===== config.mk =====
export PLATFORM = sky130hd
export DESIGN_NAME = dtpm_ram
export DESIGN_NICKNAME = d
export VERILOG_FILES = /design/src/design/dtpm_ram.sv
export SDC_FILE = /design/constraint.sdc
export NUM_CORES = 1
export LEC_CHECK = 0
export ABC_AREA = 1
export BUFFER_PORTS_ARGS = -buffer_cell sky130_fd_sc_hd__buf_2
export CAP_MARGIN = 20
export CORE_AREA = 2 2 112 114
export CTS_CLUSTER_DIAMETER = 80
export DETAILED_ROUTE_END_ITERATION = 7
export DIE_AREA = 0 0 114 116
export HOLD_SLACK_MARGIN = 0.12
export PLACE_DENSITY = 0.68
export SLEW_MARGIN = 20
export SYNTH_ARGS = -nofsm -noshare
export SYNTH_HDL_FRONTEND = slang
export SYNTH_SLANG_ARGS = --single-unit

===== constraint.sdc =====
create_clock -name clk -period 1.5 [get_ports clk]
set_clock_uncertainty 0.1 [all_clocks]
set_input_delay 0.15 -clock clk [delete_from_list [all_inputs] [get_ports clk]]
set_output_delay 0.15 -clock clk [all_outputs]
set_load 0.05 [all_outputs]

===== src/design/dtpm_ram.sv =====
// dtpm_ram: generic single-write, single-read synchronous RAM with a
// registered read port. No dependencies.
module dtpm_ram #(
  parameter int WIDTH = 8,
  parameter int DEPTH = 16
) (
  input  logic                     clk,
  input  logic                     we,
  input  logic [$clog2(DEPTH)-1:0] waddr,
  input  logic [WIDTH-1:0]         wdata,
  input  logic                     re,
  input  logic [$clog2(DEPTH)-1:0] raddr,
  output logic [WIDTH-1:0]         rdata
);

  logic [WIDTH-1:0] mem [DEPTH];

  // write port
  always_ff @(posedge clk) begin
    if (we) begin
      mem[waddr] <= wdata;
    end
  end

  // registered read port
  always_ff @(posedge clk) begin
    if (re) begin
      rdata <= mem[raddr];
    end
  end

endmodule


# After elaboration in Yosys (flattened, before gate mapping)
# Memories as Yosys holds them, arrays and structs flattened. A register that Yosys moved wholly into a read port is not among the register bits.
# Index checks and enable logic that the tools add are counted.
# op_classes
n_mux	2
# ops
cell	n
$mux W1	2
# totals
regBits	0
mem_bits_rw	128
in_bits	19
out_inout_bits	8
wordCells	3
mem_count	1
# memory_table
memory	depth	word_bits	rd	rd_clocked_by_memory_dff	wr	line	rtl
mem	16	8	1	1	1	16	logic [WIDTH-1:0] mem [DEPTH];

# Logic depth before layout (Yosys ltp)
# depth
depth_word	2
ltp_mapped	8
depth_no_buf	7

# Least setup slack after synthesis
# No wires, ideal clock.
# synth_path
path_type	input to register
start	input waddr[2]
end	memory mem[10][0], enable pin
t_arrival_ns	0.731
path_slack_ns	0.299
stages	2
n_path_buf	0
cell_sequence	nand3b_1 nor2_1
# synth_lines
element	line	rtl
start: declaration	9	input logic [$clog2(DEPTH)-1:0] waddr,
end: declaration	16	
# No word-level cell before the write port.

# Final worst setup path
# layout_path
start	register rdata[3], read port of mem
end	output rdata[3]
# layout_lines
element	line	rtl
start: declaration	13	output logic [WIDTH-1:0] rdata
# No word-level cell between the ends.

==> results.sh <==
export IMPL_syn_avg_cell_area_um2=10.6
export IMPL_finalHoldViolations=0
export IMPL_finalMaxSlewViolations=0
export IMPL_synthesis_area_um2=5850
export IMPL_max_freq_mhz=748
export IMPL_grt_usage_pct=21.2
export IMPL_core_um2=11900
export IMPL_ff2ff_path_depth=6
export IMPL_synth_cell_types=11
export IMPL_path_max_fanout=1
export IMPL_cts_setup_buffers=0
export IMPL_wl_per_cell_um=16.8
export IMPL_cts_root_buf="clkbuf_16"
export IMPL_crit_required_ns=1.25
export IMPL_cts_resized=0
export IMPL_cts_hold_fix_buffers=10
export IMPL_via_per_inst=5.13
export IMPL_final_common_cell="nand2_1"
export IMPL_worst_pin_slew_ns=0.599
export IMPL_die_h_um=116
export IMPL_cts_max_path_buffers=2
export IMPL_p_per_area_nw_per_um2=1300
export IMPL_nNetsFinal=628
export IMPL_ant_nets=0
export IMPL_cts_sinks=136
export IMPL_crit_cells=1
export IMPL_layout_common_cells="nand2_1, edfxtp_1, inv_1"
export IMPL_peakVddDrop_mv=0.639
export IMPL_holdPathStages=4
export IMPL_slowest_stage="edfxtp_1"
export IMPL_p_leak_uw=0.00300
export IMPL_n_fill_cell=1012
export IMPL_path_delay_family="flip-flops"
export IMPL_holdCritPathClass="in -> reg"
export IMPL_firstDrtPassIters=4
export IMPL_critical_path_class="reg -> out"
export IMPL_path_clk_slew_ns=0.06
export IMPL_regArea_um2=4080
export IMPL_vias=3939
export IMPL_grt_pass1_vias=3862
export IMPL_setup_viol=0
export IMPL_globalRouteOverflowTotal=0
export IMPL_syn_num_nets=570
export IMPL_cp_start_kind="flip-flop"
export IMPL_rsz0062_at_grt="false"
export IMPL_holdWs_ns=0.152
export IMPL_cp_data_arrival_time_ns=1.09
export IMPL_crit_buf_inv=1
export IMPL_seq_area_frac_synth_pct=69.8
export IMPL_io_pins=27
export IMPL_tritoncts="yes"
export IMPL_wirelength_um=12900
export IMPL_min_period_ns=1.34
export IMPL_cp_end_kind="output pin"
export IMPL_die_x_um=114
export IMPL_yosys_warnings=0
export IMPL_antenna_found_initial=0
export IMPL_syn_inst=551
export IMPL_cp_slowest_stage_delay_ns=0.39
export IMPL_htreeDepth=4
export IMPL_path_cells="buf_2"
export IMPL_start_util_pct=49.1
export IMPL_slew_headroom_pct=60.0
export IMPL_final_util_pct=58.0
export IMPL_rows=40
export IMPL_outcome="finished, final reports clean"
export IMPL_dieArea_um2=13200
export IMPL_drive_gt1_share_pct=13.5
export IMPL_numCtsBuffers=17
export IMPL_drtIter0Drc=254
export IMPL_clk_latency_ns=0.41
export IMPL_grt_max_degree=41
export IMPL_hpwl_um=8360
export IMPL_synth_seq_cells=136
export IMPL_area_growth_pct=18.1
export IMPL_fin_crit_sh_pct=89.1
export IMPL_antenna_cells=0
export IMPL_gp_congestion=0.863
export IMPL_grt_pass1_wl_um=20200
export IMPL_cap_viol_max_count=0
export IMPL_drc=0
export IMPL_io_buffers=26
export IMPL_multi_input_area_um2=1210
-- routing by layer --
metal  track usage, %  wire (um)  vias to the layer above
met1             27.3       5640                     1890
li1                 -          -                     1898
met2             34.1       6100                      134
met3             6.75        923                       17
met5                0          0                        -
met4             7.72        241                        0
-- final timing paths --
check | start | endpoint | slack (ns)
hold / removal | raddr[2] | rdata[1] | 0.15
setup reg to reg | mem[12][6] | rdata[6] | 0.25
setup / recovery | rdata[3] | rdata[3] | 0.16
hold reg to reg | mem[12][2] | rdata[2] | 0.64
-- cell families (layout without fill, tap and decap cells) --
logic type | Yosys count | count (layout) | synth area share, %
simple gates | 289 | 289 | 20.8
buf+inv | 126 | 196 | 9.39
flops | 136 | 136 | 69.8
-- sequential cells by signal, summed over array words and instances, names as in the netlist --
signal,count
mem,128
rdata,8
-- cell usage after synthesis --
cell	n	share of area, %
nor2_1	17	1.1
nand2_1	173	11
buf_2	13	1.1
nand3_1	97	8.3
buf_4	4	0.51
inv_2	2	0.13
buf_6	6	1.2
nand3b_1	2	0.26
edfxtp_1	136	70
inv_1	100	6.4
buf_1	1	0.064
-- power breakdown --
group	leakage (uW)	internal (uW)	switching [uW]	total, uW
combinational	0.00149	177	426	603
sequential	0.00124	4280	29.6	4310
clock	0.000275	2590	1480	4070
total	0.00300	7050	1940	8980
-- through the flow --
stage | instances | setup TNS [ns] | total power (uW) | cell area (um2) | setup slack, ns
global route | 768 | 0 | 9270 | 6910 | 0.109
global placement | 727 | 0 | 4960 | 6220 | 0.00488
detailed placement | 727 | -0.00184 | 4970 | 6220 | -0.00184
CTS | 768 | 0 | 9040 | 6910 | 0.160
floorplan | 551 | 0 | 4740 | 5850 | 0.299
finish | 768 | 0 | 8980 | 6910 | 0.164
-- area by class of cell --
| class | count | share of cell area (%) |
|---|---|---|
| Sequential cell | 136 | 59.1 |
| Clock inverter | 13 | 2.26 |
| Inverter | 102 | 5.54 |
| Tap cell | 147 | 2.66 |
| Multi-Input combinational cell | 289 | 17.6 |
| Timing Repair Buffer | 63 | 6.63 |
| Clock buffer | 18 | 6.21 |
Note: power is estimated with default switching activity, not from simulation.
