File: src/design/dtpm_pkg.sv
// dtpm_pkg: shared types, constants and the letter decoder for the
// nucleotide trie prefix-match core. Depends on nothing.
package dtpm_pkg;

  // node pool size and derived widths
  localparam int NODE_COUNT = 4096;
  localparam int IDX_W      = $clog2(NODE_COUNT);
  localparam int USED_W     = IDX_W + 1;
  localparam int ROW_W      = 4 * IDX_W;
  localparam int DEPTH_W    = 16;
  localparam logic [DEPTH_W-1:0] DEPTH_MAX = '1;

  // mode codes carried on the input selector
  localparam logic [1:0] MODE_QUERY  = 2'd0;
  localparam logic [1:0] MODE_INSERT = 2'd1;
  localparam logic [1:0] MODE_CLEAR  = 2'd2;

  // status codes
  localparam logic STATUS_OK   = 1'b0;
  localparam logic STATUS_FULL = 1'b1;

  // sequence terminator
  localparam logic [7:0] SYM_END = 8'h00;

  typedef enum logic [1:0] {
    ST_IDLE,
    ST_STEP,
    ST_TERM
  } state_t;

  typedef struct packed {
    logic [DEPTH_W-1:0] match_length;
    logic               status;
  } result_t;

  typedef struct packed {
    logic       valid;
    logic [1:0] code;
  } letter_t;

  // map A/C/G/T in either case to child slots 0..3
  function automatic letter_t letter_decode(input logic [7:0] sym);
    letter_t lt;
    lt.valid = 1'b1;
    lt.code  = 2'd0;
    case (sym)
      8'h41, 8'h61: lt.code = 2'd0;
      8'h43, 8'h63: lt.code = 2'd1;
      8'h47, 8'h67: lt.code = 2'd2;
      8'h54, 8'h74: lt.code = 2'd3;
      default:      lt.valid = 1'b0;
    endcase
    return lt;
  endfunction

endpackage

File: src/design/dtpm_ctrl.sv
// dtpm_ctrl: walk sequencer of the trie core; reads a node row, decides,
// allocates and writes back. Uses dtpm_pkg; drives two dtpm_ram instances.
module dtpm_ctrl (
  input  logic                    clk,
  input  logic                    rst,
  // input item
  input  logic                    in_valid,
  output logic                    in_ready,
  input  logic [1:0]              mode,
  input  logic [7:0]              symbol,
  input  logic [7:0]              strand_bits,
  // child table port
  output logic                    child_we,
  output logic [dtpm_pkg::IDX_W-1:0] child_waddr,
  output logic [dtpm_pkg::ROW_W-1:0] child_wdata,
  output logic                    child_re,
  output logic [dtpm_pkg::IDX_W-1:0] child_raddr,
  input  logic [dtpm_pkg::ROW_W-1:0] child_rdata,
  // strand mark port
  output logic                    mark_we,
  output logic [dtpm_pkg::IDX_W-1:0] mark_waddr,
  output logic [7:0]              mark_wdata,
  output logic                    mark_re,
  output logic [dtpm_pkg::IDX_W-1:0] mark_raddr,
  input  logic [7:0]              mark_rdata,
  // result
  output logic                    res_valid,
  input  logic                    res_ready,
  output dtpm_pkg::result_t       res
);

  import dtpm_pkg::*;

  localparam logic [USED_W-1:0] NODE_LIMIT = USED_W'(NODE_COUNT);

  state_t              state, state_next;
  logic                seq_active, seq_active_next;
  logic                seq_mode, seq_mode_next;
  logic [IDX_W-1:0]    cur, cur_next;
  logic [DEPTH_W-1:0]  depth, depth_next;
  logic                stopped, stopped_next;
  logic                ovf, ovf_next;
  // current node's row is logically zero and not yet in memory
  logic                fresh, fresh_next;
  logic [USED_W-1:0]   nodes_used, nodes_used_next;
  logic                child_root_ok, child_root_ok_next;
  logic                mark_root_ok, mark_root_ok_next;
  logic [1:0]          code, code_next;
  logic [7:0]          strand, strand_next;

  // view of walk state as seen by an arriving item
  logic                start;
  logic                v_mode;
  logic [IDX_W-1:0]    v_cur;
  logic [DEPTH_W-1:0]  v_depth;
  logic                v_stopped;
  logic                v_ovf;
  logic                v_fresh;
  letter_t             lt;

  // step evaluation
  logic [ROW_W-1:0]    row;
  logic [ROW_W-1:0]    row_upd;
  logic [IDX_W-1:0]    child;
  logic                missing;
  logic [IDX_W-1:0]    new_node;
  logic [DEPTH_W-1:0]  depth_inc;
  logic [7:0]          mark_old;

  assign start     = !seq_active;
  assign v_mode    = start ? (mode == MODE_INSERT) : seq_mode;
  assign v_cur     = start ? '0 : cur;
  assign v_depth   = start ? '0 : depth;
  assign v_stopped = start ? 1'b0 : stopped;
  assign v_ovf     = start ? 1'b0 : ovf;
  assign v_fresh   = start ? !child_root_ok : fresh;
  assign lt        = letter_decode(symbol);

  // child selection and row update for the pending letter
  assign row      = fresh ? '0 : child_rdata;
  assign child    = row[code*IDX_W +: IDX_W];
  assign missing  = (child == '0) || ({1'b0, child} >= NODE_LIMIT);
  assign new_node = nodes_used[IDX_W-1:0];
  assign depth_inc = (depth == DEPTH_MAX) ? depth : depth + DEPTH_W'(1);
  assign mark_old = ((cur == '0) && !mark_root_ok) ? 8'h00 : mark_rdata;

  always_comb begin
    row_upd = row;
    row_upd[code*IDX_W +: IDX_W] = new_node;
  end

  // state registers
  always_ff @(posedge clk) begin
    if (rst) begin
      state         <= ST_IDLE;
      seq_active    <= 1'b0;
      seq_mode      <= 1'b0;
      cur           <= '0;
      depth         <= '0;
      stopped       <= 1'b0;
      ovf           <= 1'b0;
      fresh         <= 1'b1;
      nodes_used    <= USED_W'(1);
      child_root_ok <= 1'b0;
      mark_root_ok  <= 1'b0;
    end else begin
      state         <= state_next;
      seq_active    <= seq_active_next;
      seq_mode      <= seq_mode_next;
      cur           <= cur_next;
      depth         <= depth_next;
      stopped       <= stopped_next;
      ovf           <= ovf_next;
      fresh         <= fresh_next;
      nodes_used    <= nodes_used_next;
      child_root_ok <= child_root_ok_next;
      mark_root_ok  <= mark_root_ok_next;
    end
  end

  // item payload latches
  always_ff @(posedge clk) begin
    code   <= code_next;
    strand <= strand_next;
  end

  // next state, memory control and result
  always_comb begin
    state_next         = state;
    seq_active_next    = seq_active;
    seq_mode_next      = seq_mode;
    cur_next           = cur;
    depth_next         = depth;
    stopped_next       = stopped;
    ovf_next           = ovf;
    fresh_next         = fresh;
    nodes_used_next    = nodes_used;
    child_root_ok_next = child_root_ok;
    mark_root_ok_next  = mark_root_ok;
    code_next          = code;
    strand_next        = strand;

    in_ready    = 1'b0;
    child_we    = 1'b0;
    child_waddr = cur;
    child_wdata = row_upd;
    child_re    = 1'b0;
    child_raddr = v_cur;
    mark_we     = 1'b0;
    mark_waddr  = cur;
    mark_wdata  = mark_old | strand;
    mark_re     = 1'b0;
    mark_raddr  = v_cur;
    res_valid   = 1'b0;
    res.match_length = depth;
    res.status  = (seq_mode && ovf) ? STATUS_FULL : STATUS_OK;

    unique case (state)
      ST_IDLE: begin
        in_ready = 1'b1;
        if (in_valid) begin
          if (start && (mode == MODE_CLEAR)) begin
            // clear: pool back to the root alone
            nodes_used_next    = USED_W'(1);
            child_root_ok_next = 1'b0;
            mark_root_ok_next  = 1'b0;
            seq_mode_next      = 1'b0;
            cur_next           = '0;
            depth_next         = '0;
            stopped_next       = 1'b0;
            ovf_next           = 1'b0;
            fresh_next         = 1'b1;
          end else begin
            seq_active_next = 1'b1;
            seq_mode_next   = v_mode;
            cur_next        = v_cur;
            depth_next      = v_depth;
            stopped_next    = v_stopped;
            ovf_next        = v_ovf;
            fresh_next      = v_fresh;
            strand_next     = strand_bits;
            if (symbol == SYM_END) begin
              mark_re    = 1'b1;
              state_next = ST_TERM;
            end else if (!v_stopped) begin
              if (!lt.valid) begin
                // query stops on a bad letter, insert skips it
                if (!v_mode) begin
                  stopped_next = 1'b1;
                end
              end else begin
                child_re   = 1'b1;
                code_next  = lt.code;
                state_next = ST_STEP;
              end
            end
          end
        end
      end

      ST_STEP: begin
        state_next = ST_IDLE;
        if (!missing) begin
          cur_next   = child;
          fresh_next = 1'b0;
          depth_next = depth_inc;
        end else if (!seq_mode) begin
          stopped_next = 1'b1;
        end else if (nodes_used >= NODE_LIMIT) begin
          ovf_next     = 1'b1;
          stopped_next = 1'b1;
        end else begin
          // allocate: link into parent row, zero the new node's marks
          child_we        = 1'b1;
          mark_we         = 1'b1;
          mark_waddr      = new_node;
          mark_wdata      = 8'h00;
          nodes_used_next = nodes_used + USED_W'(1);
          cur_next        = new_node;
          fresh_next      = 1'b1;
          depth_next      = depth_inc;
          if (cur == '0) begin
            child_root_ok_next = 1'b1;
          end
        end
      end

      ST_TERM: begin
        res_valid = 1'b1;
        if (res_ready) begin
          if (seq_mode) begin
            // a node still unwritten gets its zero row now
            if (fresh) begin
              child_we    = 1'b1;
              child_wdata = '0;
              fresh_next  = 1'b0;
              if (cur == '0) begin
                child_root_ok_next = 1'b1;
              end
            end
            if (!ovf) begin
              mark_we = 1'b1;
              if (cur == '0) begin
                mark_root_ok_next = 1'b1;
              end
            end
          end
          seq_active_next = 1'b0;
          state_next      = ST_IDLE;
        end
      end

      default: begin
        state_next = ST_IDLE;
      end
    endcase
  end

endmodule

File: config.mk
export PLATFORM = sky130hd
export DESIGN_NAME = dtpm_ctrl
export DESIGN_NICKNAME = d
export VERILOG_FILES = /design/src/design/dtpm_pkg.sv /design/src/design/dtpm_ctrl.sv
export SDC_FILE = /design/constraint.sdc
export NUM_CORES = 1
export LEC_CHECK = 0
export BUFFER_PORTS_ARGS = -buffer_cell sky130_fd_sc_hd__buf_2
export CORE_ASPECT_RATIO = 1.1
export CORE_UTILIZATION = 54
export DETAILED_ROUTE_END_ITERATION = 7
export PLACE_DENSITY = 0.85
export SLEW_MARGIN = 30
export SYNTH_ARGS = -nofsm -noshare
export SYNTH_HDL_FRONTEND = slang
export SYNTH_SLANG_ARGS = --single-unit
File: constraint.sdc
create_clock -name clk -period 4.6 [get_ports clk]
set_input_delay 0.92 -clock clk [delete_from_list [all_inputs] [get_ports clk]]
set_output_delay 0.92 -clock clk [all_outputs]
set_load 0.02 [all_outputs]
Yosys cells after proc, flatten, opt, wreduce, memory -nomap -nowiden
Cells that the tools add are included. W data, S select, Z words.

$add $sub $neg: 3. $mul: 1. Order comparisons: 1. Equal/unequal tests: 31. Shift-type cells: 3. Multiplexer cells: 114. Bitwise operators: 4. Reductions and logical operators: 30.

Operator list (count): $mux W48 (5); $mux W16 (7); $mux W12 (8); $mux W13 (5); $eq A8 B7 Y1 const B (8); $mux W1 (64); $bwmux W48 (1); $shift A12 B34 Y48 const A (1); $shiftx A12 B34 Y48 (1); $shiftx A48 B7 Y12 (1); $mux W8 (5); $neg A6 Y34 (1); $pmux W16 S2 (1); $pmux W13 S2 (1); $logic_not A12 Y1 (2); $ne A2 B2 Y1 const B (12); $pmux W12 S2 (1); $ne A3 B3 Y1 const B (6); $reduce_and A6 Y1 (3); $add A16 B1 Y16 const B (1); $eq A16 B16 Y1 const B (1); $reduce_and A7 Y1 (2); $add A13 B1 Y13 const B (1); $ge A13 B13 Y1 const B (1); 23 further kinds (48).

Flip-flop bits (word level): 60. Output and inout port bits: 127. Logic and storage cells: 200.

Depth between registers and ports, before layout
Depth in word-level cells: 9. Mapped depth: 13. Mapped depth without buffers: 9.

Worst setup path before layout
Ideal clock, no wire load.

Path kind: flip-flop to output port. From: reg code[0]. To: out child_wdata[39] (netlist name). Arrival: 2686 ps. Data required time: 3680 ps. Setup slack: 994 ps. Cell stages (with the launch flop): 14. Buffers on the path: 4. Cell sequence: edfxtp_1 buf_6 buf_2 inv_1 ha_1 buf_2 inv_1 nor2_1 and2_0 clkbuf_1 nand2_1 nor2_1 a22oi_1 a21oi_1.

Word-level cells in the longest chain between the ends: 8.

RTL lines: start, declared (line dtpm_ctrl.sv:48) `logic [1:0] code, code_next;`; start signal, assigned (line dtpm_ctrl.sv:123) `code <= code_next;`; $mul A2 B2 Y4 (*) (line dtpm_ctrl.sv:89) `row_upd[code*IDX_W +: IDX_W] = new_node;`; $neg A6 Y34 (*) (line dtpm_ctrl.sv:89); $shiftx A12 B34 Y48 / $shift A12 B34 Y48 (equally long branches) (line dtpm_ctrl.sv:89); $bwmux W48 (*) (line dtpm_ctrl.sv:89); $mux W48 (line dtpm_ctrl.sv:233) `if (fresh) begin`; $mux W48 (line dtpm_ctrl.sv:231) `if (seq_mode) begin`; $mux W48 (line dtpm_ctrl.sv:230) `if (res_ready) begin`; $mux W48 (*) (line dtpm_ctrl.sv:158) `unique case (state)`; end, declared (line dtpm_ctrl.sv:15) `output logic [dtpm_pkg::ROW_W-1:0] child_wdata,`.

Every way passes the cells marked *; elsewhere a longest branch is shown, timed or not.

Worst setup path after layout
From: reg code[1]. To: out mark_waddr[7] (netlist name).

Word-level cells in the longest chain between the ends: 5.

RTL lines: $mul A2 B2 Y4 (line dtpm_ctrl.sv:81) `assign child = row[code*IDX_W +: IDX_W];`; $shiftx A48 B7 Y12 (line dtpm_ctrl.sv:81); $logic_not A12 Y1 (line dtpm_ctrl.sv:82) `assign missing = (child == '0) || ({1'b0, child} >= NODE_LIMIT);`; $mux W12 (line dtpm_ctrl.sv:203) `if (!missing) begin`; $mux W12 (line dtpm_ctrl.sv:158); end, declared (line dtpm_ctrl.sv:21) `output logic [dtpm_pkg::IDX_W-1:0] mark_waddr,`.

Every way passes these cells.

==> impl_metrics.json <==
{
  "endpoint_kind": "output pin",
  "r2r_start": "code[1]",
  "die_h_um": 105,
  "cts_resized": 0,
  "combPwrFrac": 0.144,
  "pin_count": 205,
  "syn_inst": 684,
  "synth_ff_type": "dfxtp_1",
  "rsz0062_at_grt": "no",
  "critical_path.top_delay_family": "buffers and inverters",
  "num_rows": 37,
  "synthMuxAreaShare": 0.100,
  "grt_pass1_vias": 5726,
  "fillers": 807,
  "area_growth_pct": 21.4,
  "cts_root_buf": "clkbuf_8",
  "outcome": "completed",
  "fin_tns_setup_ns": 0,
  "reg2reg_to": "child_waddr[1]",
  "coreArea_um2": 9350,
  "initial_core_util": 0.554,
  "async_flop_share": 0,
  "power.switching_w": 0.000307,
  "ys_warn_count": 0,
  "fin_skew_ns": 0.00683,
  "synthAdderAreaFrac": 0.0290,
  "p_int_w": 0.000826,
  "grt_pass1_wl_um": 29400,
  "setup.worst_path.class": "flop to output pin",
  "max_freq_ghz": 0.243,
  "mappedNetlistArea_um2": 5180,
  "ctsHoldBuffers": 0,
  "path_cells": "buf_4, nor2b_1, nand2_1, nand3_1, a31oi_4, nor2_2, buf_4, mux2_2, buf_2",
  "cts_buffer_depth": 2,
  "hold_start": "child_root_ok",
  "cp_common_cell": "buf_4",
  "routed_wl_um": 19100,
  "p_clk_frac": 0.369,
  "gp_congestion": 1.05,
  "cts_num_sinks": 60,
  "drt_iter0_drc": 476,
  "crit_fanout": 34,
  "ant_nets": 0,
  "cts_tree": "done",
  "holdWs_ns": 0.517,
  "cts_buffers": 9,
  "hpwl_um": 14700,
  "synth_area_per_cell_um2": 7.57,
  "fin_nets": 935,
  "wl_per_cell_um": 19.8,
  "cts.clk_slew.worst_paths_ns": 0.06,
  "synth_compound_area_frac": 0.231,
  "worstPathRequired_ns": 3.68,
  "clock_latency_ns": 0.35,
  "setup_viol": 0,
  "report.power.total_w": 0.00113,
  "crit_slowest_cell": "edfxtp_1",
  "grt_antenna_before_repair": 0,
  "min_to": "child_root_ok",
  "period_share": 0.894,
  "post_cts_buffers": 0,
  "critPathMaxStageDelay_ns": 0.62,
  "drtPass1Iterations": 6,
  "crit_buf_inv": 3,
  "hold_viol": 0,
  "syn-num-nets": 774,
  "synth_xor_area_frac": 0.0270,
  "hp-class": "flop to flop",
  "cts_max_level": 3,
  "worstHoldPathCells": 2,
  "grt-ovfl-total": 0,
  "die_area_um2": 9990,
  "ys_ff_latch": 60,
  "drive_gt1_frac": 0.327,
  "critical_path_arrival_ns": 3.19,
  "seqPwrFrac": 0.487,
  "synthSimpleGateAreaFrac": 0.284,
  "grtUsageTotal": 0.383,
  "vias": 6119,
  "min_period_ns": 4.11,
  "port_buffers": 204,
  "synth_edf_count": 10,
  "antennaDiodeCount": 0,
  "maxSlewHeadroom": 0.420,
  "power.density_nw_per_um2": 180,
  "startpoint_type": "flop",
  "synth_top_family_by_area": "simple AND/OR/NAND/NOR gates",
  "ys_seq_area_frac": 0.251,
  "drc_errors": 0,
  "r2r_setup_slack_ns": 1.76,
  "grt_max_degree": 49,
  "drv_cap": 0,
  "worst_pin_slew_ns": 0.867,
  "leakage_nw": 2.74,
  "vias_per_cell": 6.33,
  "switching_share": 0.271,
  "fp.dieW_um": 95.4,
  "vdd_ir_drop_max_uv": 136,
  "reg2reg_depth": 8,
  "maxSlewViolCount": 0,
  "ys_types": 64
}
[tightest hold or removal path, delay by kind of cell (launching register included)]
kind	cells	cell delay (ns)
and+or+nand+nor	1	0.05
AOI/OAI and AO/OA	1	0.11
DFF	1	0.31
[cell usage in the layout, fill, tap and decap left out, types with 11 or more instances in the layout]
cell type	n
nor4_1	25
a22oi_1	38
nor2_1	120
buf_4	15
mux4_2	12
dfxtp_1	50
ha_1	12
buf_2	204
and2_1	13
o21ai_0	23
a21oi_1	56
mux2_2	14
xnor2_1	11
nor3_1	15
clkbuf_8	11
nand3_1	23
nand2_1	37
inv_1	16
[final cells by class]
cell class / count / area (um^2) / area share
clock buffer: 13 / 159 / 0.0253
timing repair buffer: 219 / 1130 / 0.180
multi-input combinational: 539 / 3480 / 0.553
clock inverter: 2 / 10.0 / 0.00159
tap: 117 / 146 / 0.0233
inverter: 16 / 60.1 / 0.00954
sequential: 60 / 1300 / 0.207
[Yosys cell counts (12+ instances only)]
library cell	instances	area share
nand3_1	23	0.022
inv_1	16	0.012
buf_4	12	0.017
mux2_2	14	0.030
mux4_2	12	0.052
nor4_1	25	0.030
a22oi_1	38	0.055
dfxtp_1	50	0.19
nor3_1	15	0.014
clkbuf_1	43	0.031
and2_1	13	0.016
nand2_1	37	0.027
ha_1	12	0.029
o21ai_0	23	0.022
a21oi_1	56	0.054
nor2_1	120	0.087
[metal layers]
metal	wire, um	track usage	part of all wire
met2	9160	0.638	0.48
met3	1910	0.0750	0.10
met5	0	0	0
met4	1020	0.223	0.054
met1	6990	0.447	0.37
[power groups by stage]
stage	logic (W)	clock network [W]	registers, W
floorplan	0.0000875	0	0.000557
global placement	0.000155	0	0.000562
detailed placement	0.000159	0	0.000562
CTS	0.000160	0.000420	0.000551
global route	0.000177	0.000446	0.000552
finish	0.000163	0.000418	0.000552
[state kept, by name (all words and copies together), names as in the netlist]
register and count:
fresh 1, mark_root_ok 1, seq_active 1, child_root_ok 1, depth 16, strand 8
nodes_used 13, ovf 1, child_waddr 12, seq_mode 1, code 2, stopped 1
state 2
[per-stage QoR]
| stage | setup WS, ns | instance area [um^2] | instances | utilization |
|---|---|---|---|---|
| after floorplan | 0.994 | 5180 | 684 | - |
| after global placement | 0.814 | 6120 | 951 | 0.655 |
| after detailed placement | 0.731 | 6120 | 951 | 0.655 |
| after CTS | 0.542 | 6290 | 966 | 0.673 |
| after global routing | 0.374 | 6290 | 966 | 0.673 |
| final | 0.489 | 6290 | 966 | 0.673 |
[cells by family after synthesis]
kind of cell / after synthesis
compound gates: 178
xor+xnor: 16
fa+ha+maj: 12
buf+inv: 85
flops: 60
mux: 35
simple gates: 298
[worst max-delay path by stage]
| stage | cells past startpoint | slack (ns) | endpoint | startpoint |
|---|---|---|---|---|
| floorplan | 13 | 0.99 | child_wdata[39] | code[0] |
| global placement | 9 | 0.81 | mark_waddr[5] | child_rdata[38] |
| detailed placement | 9 | 0.73 | mark_waddr[7] | child_rdata[26] |
| CTS | 9 | 0.54 | mark_waddr[7] | code[1] |
| global route | 9 | 0.37 | mark_waddr[7] | code[1] |
| finish | 9 | 0.49 | mark_waddr[7] | code[1] |
Power figures use the tool's default switching activity.
